--- src/rtl/lkvc_pkg.sv ---
`timescale 1ns / 1ps
// ----------------------------------------------------------------------------
// lkvc_pkg
// Shared types and constants for the LRU key-value cache.
// ----------------------------------------------------------------------------
package lkvc_pkg;

   localparam int ENTRIES_DEFAULT = 16;
   localparam int DATA_W          = 32;
   localparam int CAP_W           = 5;

   localparam logic [CAP_W-1:0]         CAP_RESET  = 5'd16;
   localparam logic signed [DATA_W-1:0] MISS_VALUE = -32'sd1;
   localparam logic signed [DATA_W-1:0] PUT_VALUE  = 32'sd0;

   localparam logic FUNC_GET = 1'b0;
   localparam logic FUNC_PUT = 1'b1;

   typedef struct packed {
      logic                     func;
      logic signed [DATA_W-1:0] lookup_key;
      logic signed [DATA_W-1:0] store_value;
   } req_type;

   typedef struct packed {
      logic                     hit;
      logic signed [DATA_W-1:0] read_value;
      logic                     evicted;
   } rsp_type;

   typedef enum logic [1:0] {
      ST_IDLE,
      ST_MATCH,
      ST_UPDATE
   } state_type;

endpackage

--- src/rtl/lru_key_value_cache_unit.sv ---
`timescale 1ns / 1ps
// ----------------------------------------------------------------------------
// lru_key_value_cache_unit
// Fully associative key-value cache with least-recently-used replacement.
// ----------------------------------------------------------------------------
//  channel | ports                         | direction | content
//  --------+-------------------------------+-----------+-------------------------
//  req     | req_valid req_ready req_data  | in        | func, key, value
//  rsp     | rsp_valid rsp_ready rsp_data  | out       | hit, read value, evicted
//  csr     | csr_valid csr_ready csr_data  | in        | capacity in use
//
//  Each item passes through the match state (key compare over all lanes plus
//  value memory read), then the update state (age update and value write-back).
//  Ready rises again in the write-back cycle, so a new item is taken while the last one is written back.
//  Reset clears the fill count and the output stage; no clearing pass.
//  A stalled result holds the write-back cycle until the response is taken.
// ----------------------------------------------------------------------------
module lru_key_value_cache_unit
   import lkvc_pkg::*;
#(
   parameter int ENTRIES = ENTRIES_DEFAULT
) (
   input  logic             clock,
   input  logic             reset,
   input  logic             req_valid,
   output logic             req_ready,
   input  req_type          req_data,
   output logic             rsp_valid,
   input  logic             rsp_ready,
   output rsp_type          rsp_data,
   input  logic             csr_valid,
   output logic             csr_ready,
   input  logic [CAP_W-1:0] csr_data
);

   localparam int IDX_W = (ENTRIES > 1) ? $clog2(ENTRIES) : 1;
   localparam int CNT_W = $clog2(ENTRIES + 1);
   localparam int CMP_W = (CNT_W > CAP_W) ? CNT_W : CAP_W;

   // state and storage
   state_type                 state_ff, state_in;
   logic [CAP_W-1:0]          cap_ff;
   logic [CNT_W-1:0]          count_ff;
   logic [DATA_W-1:0]         key_ff [ENTRIES];
   logic [IDX_W-1:0]          age_ff [ENTRIES];
   logic [DATA_W-1:0]         val_mem [ENTRIES];
   logic [DATA_W-1:0]         val_rd_ff;
   req_type                   req_ff;

   // decision registered at the end of the match cycle
   logic [IDX_W-1:0]          slot_ff, slot_in;
   logic [CNT_W-1:0]          old_age_ff, old_age_in;
   logic                      touch_ff, touch_in;
   logic                      new_key_ff, new_key_in;
   logic                      grow_ff, grow_in;
   logic                      hit_ff, hit_in;
   logic                      evict_ff, evict_in;

   logic                      rsp_valid_ff;
   rsp_type                   rsp_ff;

   logic [ENTRIES-1:0]        lane_valid, match_vec, victim_vec;
   logic [IDX_W-1:0]          hit_idx, victim_idx;
   logic [CNT_W-1:0]          hit_age;
   logic                      room;
   logic [CAP_W-1:0]          cap_floor;
   logic                      req_take, finish;

   assign csr_ready = 1'b1;
   assign rsp_valid = rsp_valid_ff;
   assign rsp_data  = rsp_ff;

   // entries fill from slot 0 upwards and never leave, so the fill count
   // doubles as the valid map
   always_comb begin
      for (int j = 0; j < ENTRIES; j++) begin
         lane_valid[j] = CNT_W'(j) < count_ff;
         match_vec[j]  = lane_valid[j] && (key_ff[j] == req_ff.lookup_key);
         victim_vec[j] = lane_valid[j] && (CNT_W'(age_ff[j]) == count_ff - 1'b1);
      end
   end

   // match and victim vectors are at most one-hot: OR encode
   always_comb begin
      hit_idx    = '0;
      victim_idx = '0;
      hit_age    = '0;
      for (int j = 0; j < ENTRIES; j++) begin
         hit_idx    = hit_idx    | (match_vec[j]  ? IDX_W'(j) : '0);
         victim_idx = victim_idx | (victim_vec[j] ? IDX_W'(j) : '0);
         hit_age    = hit_age    | (match_vec[j]  ? CNT_W'(age_ff[j]) : '0);
      end
   end

   assign cap_floor = (cap_ff == '0) ? CAP_W'(1) : cap_ff;
   assign room      = (CMP_W'(count_ff) < CMP_W'(cap_floor))
                   && (count_ff < CNT_W'(ENTRIES));

   always_comb begin
      hit_in     = |match_vec;
      slot_in    = hit_idx;
      old_age_in = hit_age;
      touch_in   = hit_in;
      new_key_in = 1'b0;
      grow_in    = 1'b0;
      evict_in   = 1'b0;
      if (!hit_in && req_ff.func == FUNC_PUT) begin
         touch_in   = 1'b1;
         new_key_in = 1'b1;
         if (room) begin
            slot_in    = IDX_W'(count_ff);
            old_age_in = count_ff;
            grow_in    = 1'b1;
         end else begin
            slot_in    = victim_idx;
            old_age_in = count_ff - 1'b1;
            evict_in   = 1'b1;
         end
      end
   end

   // next state and handshake
   always_comb begin
      state_in  = state_ff;
      req_ready = 1'b0;
      finish    = 1'b0;
      unique case (state_ff)
         ST_IDLE: begin
            req_ready = 1'b1;
            if (req_valid) state_in = ST_MATCH;
         end
         ST_MATCH: begin
            state_in = ST_UPDATE;
         end
         ST_UPDATE: begin
            finish    = !rsp_valid_ff || rsp_ready;
            req_ready = finish;
            if (finish) state_in = req_valid ? ST_MATCH : ST_IDLE;
         end
         default: state_in = ST_IDLE;
      endcase
   end

   assign req_take = req_valid && req_ready;

   always_ff @(posedge clock) begin
      if (reset) begin
         state_ff     <= ST_IDLE;
         cap_ff       <= CAP_RESET;
         count_ff     <= '0;
         rsp_valid_ff <= 1'b0;
      end else begin
         state_ff <= state_in;
         if (csr_valid && csr_ready) cap_ff <= csr_data;
         if (finish && grow_ff) count_ff <= count_ff + 1'b1;
         if (finish) rsp_valid_ff <= 1'b1;
         else if (rsp_ready) rsp_valid_ff <= 1'b0;
      end
   end

   always_ff @(posedge clock) begin
      if (req_take) req_ff <= req_data;
      if (state_ff == ST_MATCH) begin
         slot_ff    <= slot_in;
         old_age_ff <= old_age_in;
         touch_ff   <= touch_in;
         new_key_ff <= new_key_in;
         grow_ff    <= grow_in;
         hit_ff     <= hit_in;
         evict_ff   <= evict_in;
         val_rd_ff  <= val_mem[hit_idx];
      end
      if (finish) begin
         rsp_ff.hit     <= hit_ff;
         rsp_ff.evicted <= evict_ff;
         if (req_ff.func == FUNC_PUT) rsp_ff.read_value <= PUT_VALUE;
         else if (hit_ff)             rsp_ff.read_value <= val_rd_ff;
         else                         rsp_ff.read_value <= MISS_VALUE;
         if (req_ff.func == FUNC_PUT) val_mem[slot_ff] <= req_ff.store_value;
      end
   end

   // key and age lanes
   always_ff @(posedge clock) begin
      for (int j = 0; j < ENTRIES; j++) begin
         if (finish && touch_ff) begin
            if (slot_ff == IDX_W'(j)) begin
               age_ff[j] <= '0;
               if (new_key_ff) key_ff[j] <= req_ff.lookup_key;
            end else if (lane_valid[j] && CNT_W'(age_ff[j]) < old_age_ff) begin
               age_ff[j] <= age_ff[j] + 1'b1;
            end
         end
      end
   end

   // checks
   a_rsp_from_update: assert property (@(posedge clock) disable iff (reset)
      $rose(rsp_valid_ff) |-> $past(state_ff == ST_UPDATE))
      else $error("response raised outside write-back");

   a_count_bound: assert property (@(posedge clock) disable iff (reset)
      count_ff <= CNT_W'(ENTRIES))
      else $error("fill count beyond entries");

   a_count_step: assert property (@(posedge clock) disable iff (reset)
      !$past(reset) |-> (count_ff == $past(count_ff))
                     || (count_ff == CNT_W'($past(count_ff) + 1'b1)))
      else $error("fill count jumped");

   a_no_take_in_match: assert property (@(posedge clock) disable iff (reset)
      (state_ff == ST_MATCH) |-> !req_ready)
      else $error("request taken during compare");

   a_hit_not_evict: assert property (@(posedge clock) disable iff (reset)
      rsp_valid_ff |-> !(rsp_ff.hit && rsp_ff.evicted))
      else $error("hit and eviction together");

endmodule

--- config.mk ---
export PLATFORM = sky130hd
export DESIGN_NAME = lru_key_value_cache_unit
export DESIGN_NICKNAME = d
export VERILOG_FILES = /design/src/rtl/lkvc_pkg.sv /design/src/rtl/lru_key_value_cache_unit.sv
export SDC_FILE = /design/constraint.sdc
export NUM_CORES = 2
export LEC_CHECK = 0
export BUFFER_PORTS_ARGS = -buffer_cell sky130_fd_sc_hd__buf_2
export CAP_MARGIN = 20
export CELL_PAD_IN_SITES_DETAIL_PLACEMENT = 0
export CELL_PAD_IN_SITES_GLOBAL_PLACEMENT = 1
export CORE_ASPECT_RATIO = 1.5
export CORE_UTILIZATION = 42
export CTS_CLUSTER_SIZE = 28
export DETAILED_ROUTE_END_ITERATION = 8
export GPL_TIMING_DRIVEN = 0
export PLACE_DENSITY_LB_ADDON = 0.05
export SYNTH_ARGS = -nofsm -noshare
export SYNTH_HDL_FRONTEND = slang
export SYNTH_SLANG_ARGS = --single-unit
--- constraint.sdc ---
create_clock -name clock -period 5 [get_ports clock]
set_clock_uncertainty 0.05 [all_clocks]
set_input_delay 0.5 -clock clock [delete_from_list [all_inputs] [get_ports clock]]
set_output_delay 0.5 -clock clock [all_outputs]
set_load 0.005 [all_outputs]
Word level (Yosys, flattened, before mapping)
Memories as Yosys holds them, arrays and structs flattened. A register that Yosys moved wholly into a read port is not among the register bits.
Cells that the tools add are included.
{"block": "totals", "ff_bits": 126, "ram_bits": 1088, "input_bits": 75, "out_inout_bits": 37, "wordCells": 545, "n_memories": 3}
{"name": "key_ff", "depth": 16, "word_bits": 32, "rd": 16, "rd_clocked_by_memory_dff": 0, "wr": 1, "line": "lru_key_value_cache_unit.sv:44", "rtl": "logic [DATA_W-1:0] key_ff [ENTRIES];"}
{"name": "val_mem", "depth": 16, "word_bits": 32, "rd": 1, "rd_clocked_by_memory_dff": 1, "wr": 1, "line": "lru_key_value_cache_unit.sv:46", "rtl": "logic [DATA_W-1:0] val_mem [ENTRIES];"}
{"name": "age_ff", "depth": 16, "word_bits": 4, "rd": 16, "rd_clocked_by_memory_dff": 0, "wr": 16, "line": "lru_key_value_cache_unit.sv:45", "rtl": "logic [IDX_W-1:0] age_ff [ENTRIES];"}
{"block": "op_classes", "add_sub_neg": 18, "order_cmp": 34, "eq_ne": 50, "muxes": 288, "bitwise_logic": 59, "n_reduce_logical": 76}
{"cell": "32-bit == test", "n": 16}
{"cell": "32-bit 2-to-1 mux", "n": 16}
{"cell": "32-bit OR reduction", "n": 15}
{"cell": "4-bit 2-to-1 mux", "n": 65}
{"cell": "1-bit 2-to-1 mux", "n": 188}
{"cell": "4-bit bitwise OR", "n": 29}
{"cell": "4-bit by 5-bit less-than comparator with 1-bit output", "n": 16}
{"cell": "4-bit by 5-bit == test with 1-bit output", "n": 15}
{"cell": "4-bit by 1-bit adder with 4-bit output (second input constant)", "n": 16}
{"cell": "1-bit logical AND", "n": 52}
{"cell": "4-bit by 5-bit less-than comparator with 1-bit output (first input constant)", "n": 8}
{"cell": "4-bit == test (second input constant)", "n": 8}
{"cell": "3-bit 2-to-1 mux", "n": 8}
{"cell": "3-bit by 5-bit less-than comparator with 1-bit output (first input constant)", "n": 4}
{"cell": "3-bit bitwise OR", "n": 6}
{"cell": "4-bit by 3-bit == test with 1-bit output (second input constant)", "n": 4}
{"cell": "1-bit bitwise OR", "n": 16}
{"cell": "16-bit OR reduction", "n": 1}
{"cell": "5-bit 2-to-1 mux", "n": 3}
{"cell": "2-bit 2-to-1 mux", "n": 6}
{"cell": "1-bit by 5-bit less-than comparator with 1-bit output (first input constant)", "n": 2}
{"cell": "2-bit by 5-bit less-than comparator with 1-bit output (first input constant)", "n": 2}
{"cell": "4-bit by 2-bit == test with 1-bit output (second input constant)", "n": 2}
{"cell": "3-bit by 4-bit bitwise OR with 4-bit output", "n": 2}
{"cell": "other kinds (20)", "n": 25}

Logic depth before layout (Yosys ltp)
{"block": "logic_depth", "depth_word": 22, "depth_mapped": 15, "ltp_nobuf": 11}

Worst setup path after synthesis
OpenSTA, ideal clock, no wires.
{"block": "synth_path", "path_kind": "input-to-reg", "startpoint": "input rsp_ready", "endpoint": "memory val_mem[15][0] (enable)", "setup_time_ns": 0.421, "arrival_ns": 4.278, "required_time_ns": 4.529, "slack_ns": 0.251, "cell_stages": 5, "n_path_buf": 1, "cell_sequence": "nor2b_1 -> nor2_1 -> nand2_1 -> clkbuf_1 -> nor2_1"}
{"block": "synth_between", "elab_chain_len": 4}
{"item": "start: declaration", "line": "lru_key_value_cache_unit.sv:29", "rtl": "input logic rsp_ready,"}
{"item": "1-bit logical OR", "line": "lru_key_value_cache_unit.sv:136", "rtl": "finish = !rsp_valid_ff || rsp_ready;"}
{"item": "1-bit 2-to-1 mux", "line": "lru_key_value_cache_unit.sv:127", "rtl": "unique case (state_ff)"}
{"item": "named net finish", "line": "lru_key_value_cache_unit.sv:67", "rtl": "logic req_take, finish;"}
{"item": "1-bit 2-to-1 mux", "line": "lru_key_value_cache_unit.sv:173", "rtl": "if (finish) begin"}
{"item": "1-bit 2-to-1 mux (not written as such)", "line": "lru_key_value_cache_unit.sv:179", "rtl": "if (req_ff.func == FUNC_PUT) val_mem[slot_ff] <= req_ff.store_value;"}
{"item": "end: declaration", "line": "lru_key_value_cache_unit.sv:46"}
The timed path passes the listed nets, and every way through them passes these cells.

Worst setup path after layout
{"block": "layout_path", "startpoint": "register req_ff[43] (netlist bit)", "endpoint": "register val_rd_ff[20] (read register of val_mem), data pin"}
{"block": "layout_between", "elab_chain_len": 17, "word_cells_on_any_way": 59, "classes_between": "15 x eq/ne; 15 x mux; 14 x bitwise; 15 x reduce/logical"}
{"item": "start: declaration", "line": "lru_key_value_cache_unit.sv:48", "rtl": "req_type req_ff;"}
{"item": "start signal: assignment", "line": "lru_key_value_cache_unit.sv:162", "rtl": "if (req_take) req_ff <= req_data;"}
{"item": "32-bit == test", "line": "lru_key_value_cache_unit.sv:78", "rtl": "match_vec[j] = lane_valid[j] && (key_ff[j] == req_ff.lookup_key);"}
{"item": "1-bit logical AND", "line": "lru_key_value_cache_unit.sv:78"}
{"item": "1-bit 2-to-1 mux / 2-bit 2-to-1 mux (equally long branches)", "line": "lru_key_value_cache_unit.sv:89", "rtl": "hit_idx = hit_idx | (match_vec[j] ? IDX_W'(j) : '0);"}
{"item": "1-bit by 2-bit bitwise OR with 2-bit output", "line": "lru_key_value_cache_unit.sv:89"}
{"item": "2-bit bitwise OR", "line": "lru_key_value_cache_unit.sv:89"}
{"item": "2-bit by 3-bit bitwise OR with 3-bit output", "line": "lru_key_value_cache_unit.sv:89"}
{"item": "3-bit bitwise OR (3 in a row)", "line": "lru_key_value_cache_unit.sv:89"}
{"item": "3-bit by 4-bit bitwise OR with 4-bit output", "line": "lru_key_value_cache_unit.sv:89"}
{"item": "4-bit bitwise OR (6 in a row)", "line": "lru_key_value_cache_unit.sv:89"}
{"item": "4-bit bitwise OR *", "line": "lru_key_value_cache_unit.sv:89"}
{"item": "end: declaration", "line": "lru_key_value_cache_unit.sv:47", "rtl": "logic [DATA_W-1:0] val_rd_ff;"}
Every way passes the cells marked *; elsewhere a longest branch is shown, timed or not.
A chain may end at the register's enable or synchronous reset.

==> metrics <==
post-synthesis sequential area ratio=0.686; Slew HR=0.242; GR Util All Layers=0.292; Min-Delay Endpoint=cap_ff[4]$_SDFFE_PP1P_; routed wire length=190,000 um; wire length of the first global-routing pass=263,000 um; clk_lat worst skew=0.76 ns; die area=131,000 um^2; Critical Path AT=5.38 ns; mux share of post-synthesis cell area=0.0133; Core Area=128,000 um^2; Core Rows=161; Mapped Area=54,300 um^2; Hold/Removal Path Class=in -> reg; final hold violations=0; crit-path cells=buf_16 -> buf_4 -> buf_4 -> nor2b_1 -> nor3_1 -> nor4bb_2 -> nand4b_1 -> buf_2 -> nor2_2 -> buf_4 -> buf_2 -> mux2_2 -> o21ai_0 -> nand3_1; endpoint class of the critical path=flop; Die Width=296 um; EDFF count, synth=1,233; Max Slew Vio Count=0; H-tree depth=3; placed insts=5,650; initial antenna violation count=1; Final min period=4.94 ns; Most common cell on crit path=buf_4; crit-path max FO=10; CTS tree=yes; setup ws final=0.0587 ns; die span in y=443 um; largest net degree at the start of global routing=44; Synth area leaders=edfxtp_1 (68%), xnor2_1 (5.0%), xor2_1 (4.8%); worst slew pin tran=1.14 ns; drt first-iter violations=2,827; hold_ws=0.103 ns; Area Overhead vs Synth=17.4%; Root Driver=clkbuf_16; Synth Area in Adders=0.0163; worst IR drop on VDD=0.000300 V; fraction of post-synthesis cell area in the top cell type by area=0.681; worst reg2reg startpoint=req_ff[43]$_DFFE_PP_; gpl congestion=0.947; largest family of logic cells by synthesized area=simple AND/OR/NAND/NOR gates; leading area contributor after synthesis=edfxtp_1; HPWL Detailed=132,000 um; Crit path max-delay family=buffers and inverters; Avg Inst Size Synth=14.5 um^2; worst reg-to-reg setup slack=0.06 ns; Worst-path clk slew=0.06 ns; Lkg Pwr=21.5 nW; Cell Area, Placed=59,000 um^2; initial core utilization=0.424; Compound-Gate Fraction of Synth Area=0.0533; CP Buf/Inv Count=6; critical path's slowest cell=edfxtp_1; Final nets=4,317; critical path startpoint=req_ff[43]$_DFFE_PP_; syn nets=3,902; TNS Setup=0 ns; IO buf count=109; Worst R2R Path Depth=14; fraction of registers with async set/reset=0; yosys warns=0; period utilization=0.988; DR vias=33,400; CP Class=reg -> reg; FMAX=202 MHz; share of layout cells above drive strength 1=0.145; Hold Crit Start=csr_valid; Pwr Density=340 nW/um^2; finished layout cell area=63,800 um^2; clk sink count=1,246; number of routed nets with antenna violations=0; Netlist cell types=74; I/O pin cnt=112; grt total ovfl=0; RR Endpoint=val_rd_ff[20]$_DFFE_PN_; Critical Path RT=5.43 ns; DR pass1 iterations=5; Cells after Synth=3,756; critical path launch point type=flop; max incr delay on CP=0.49 ns; drt drc=0; total CTS buffers=121; vias in the first global route=33,900; post-synthesis simple-gate area fraction=0.103; worst-case clock buffer depth=3; drt wl/cell=31.8 um; RSZ-0062 raised after global routing=false; vias per cell=5.59; ys flop type=edfxtp_1; Finished Layout Cells=5,981; Place WS=-0.846 ns; endpoints failing setup=0; status=completed; hold path cells=2; register bit total from synthesis=1,246; XOR/XNOR share of the synthesized area=0.0982; max-cap violation count=0
[logic make-up after synthesis]
| kind of cell | Yosys count |
|---|---|
| AO/OA/AOI/OAI | 422 |
| XOR/XNOR | 609 |
| adder cells (fa/ha/maj) | 71 |
| buffers and inverters | 267 |
| flip-flops | 1246 |
| multiplexers | 68 |
| other | 1 |
| AND/OR/NAND/NOR | 1072 |
[layout by cell type, fill, tap and decap left out, types with 13 or more instances in the layout]
cell / instances
nor2_4: 33
nand2b_1: 24
dlygate4sd3_1: 73
clkinv_2: 27
ha_1: 71
clkbuf_1: 88
clkbuf_16: 123
nor4_1: 106
mux2i_1: 36
o32a_1: 32
dfxtp_1: 13
buf_6: 51
nor3_1: 23
xor2_1: 297
clkinv_1: 33
buf_2: 150
nand2_1: 308
a21o_1: 39
nor2_1: 101
a311o_1: 34
nand3_1: 153
o21ai_0: 125
nand4_1: 112
mux2_2: 32
edfxtp_1: 1233
buf_4: 71
a31o_1: 30
a21oi_1: 90
buf_16: 37
buf_12: 34
and3_1: 138
xnor2_1: 312
inv_1: 62
[registers in the layout (all words and copies together), names as in the netlist]
signal,flops
old_age_ff,5
cap_ff,5
slot_ff,4
age_ff,64
hit_ff,1
val_mem,512
req_ff,65
rsp_valid,1
new_key_ff,1
key_ff,512
evict_ff,1
touch_ff,1
val_rd_ff,32
count_ff,5
rsp_data,34
state_ff,2
grow_ff,1
[what timing repair did]
item | 4_1_cts | 5_1_grt
pin swaps | 1 | 1
hold buffers | 73 | 0
resized for setup | 15 | 1
setup buffers | 27 | 6
endpoints found under the setup margin | 35 | 12
endpoints found under the hold margin | 73 | 0
[worst reg2reg max path, cell delays in order, from the launching register on]
cell and delay [ns]:
edfxtp_1 0.49, buf_16 0.21, buf_4 0.30, buf_4 0.38, nor2b_1 0.18, nor3_1 0.07
nor4bb_2 0.23, nand4b_1 0.49, buf_2 0.39, nor2_2 0.32, buf_4 0.36, buf_2 0.46
mux2_2 0.42, o21ai_0 0.18, nand3_1 0.15
[area by class of cell]
cell class                      instances  area, um^2
Antenna cell                            1        2.50
Sequential cell                      1246       37300
Clock inverter                         76         577
Fill cell                           11200       64500
Inverter                               63         236
Tap cell                             1711        2140
Buffer                                204        1380
Timing Repair Buffer                  292        3270
Clock buffer                          145        3160
Multi-Input combinational cell       2243       15800
[routing by layer]
layer	wire, um	GRT usage	vias to the layer above
li1	-	-	14900
met1	68400	0.320	17100
met2	105000	0.552	1008
met3	6890	0.0280	342
met4	10000	0.147	0
met5	0	0	-
[synthesized netlist by cell type, drive strengths merged (8+ instances only)]
master   number
a22o         12
xor2        297
nor4        115
a311o        34
o2111ai       8
nor2        136
ha           71
nand2       308
a21oi        90
edfxtp     1233
o21ai       126
dfxtp        13
o32a         32
a21o         39
mux2i        36
a31o         33
and3        138
nor4b         8
nand4       113
xnor2       312
a22oi         8
nand2b       24
nor3         28
mux2         32
buf         132
nor2b        10
nand3       154
clkbuf       72
inv          63
a221oi       12
[worst max path at each step]
stage,end,slack (ns),cells after the start
after floorplan,val_mem[15][0]$_DFFE_PP_,0.25,5
after global placement,val_mem[0][29]$_DFFE_PP_,-4.78,6
after detailed placement,val_rd_ff[30]$_DFFE_PN_,-0.85,14
final,val_rd_ff[20]$_DFFE_PN_,0.06,14
after CTS,val_rd_ff[1]$_DFFE_PN_,0.02,13
after global routing,val_rd_ff[13]$_DFFE_PN_,0.03,13
[power breakdown]
group          switching, W  internal, W  total [W]  leakage (nW)
sequential         0.000129       0.0116     0.0117          11.2
combinational      0.000701     0.000398    0.00110          8.48
clock               0.00405      0.00484    0.00889          1.84
[through the flow]
stage               utilization  power [W]
floorplan                     -     0.0123
global placement          0.444     0.0128
detailed placement        0.460     0.0129
CTS                       0.497     0.0218
global route              0.497     0.0222
finish                    0.497     0.0217
Power figures use the tool's default switching activity.
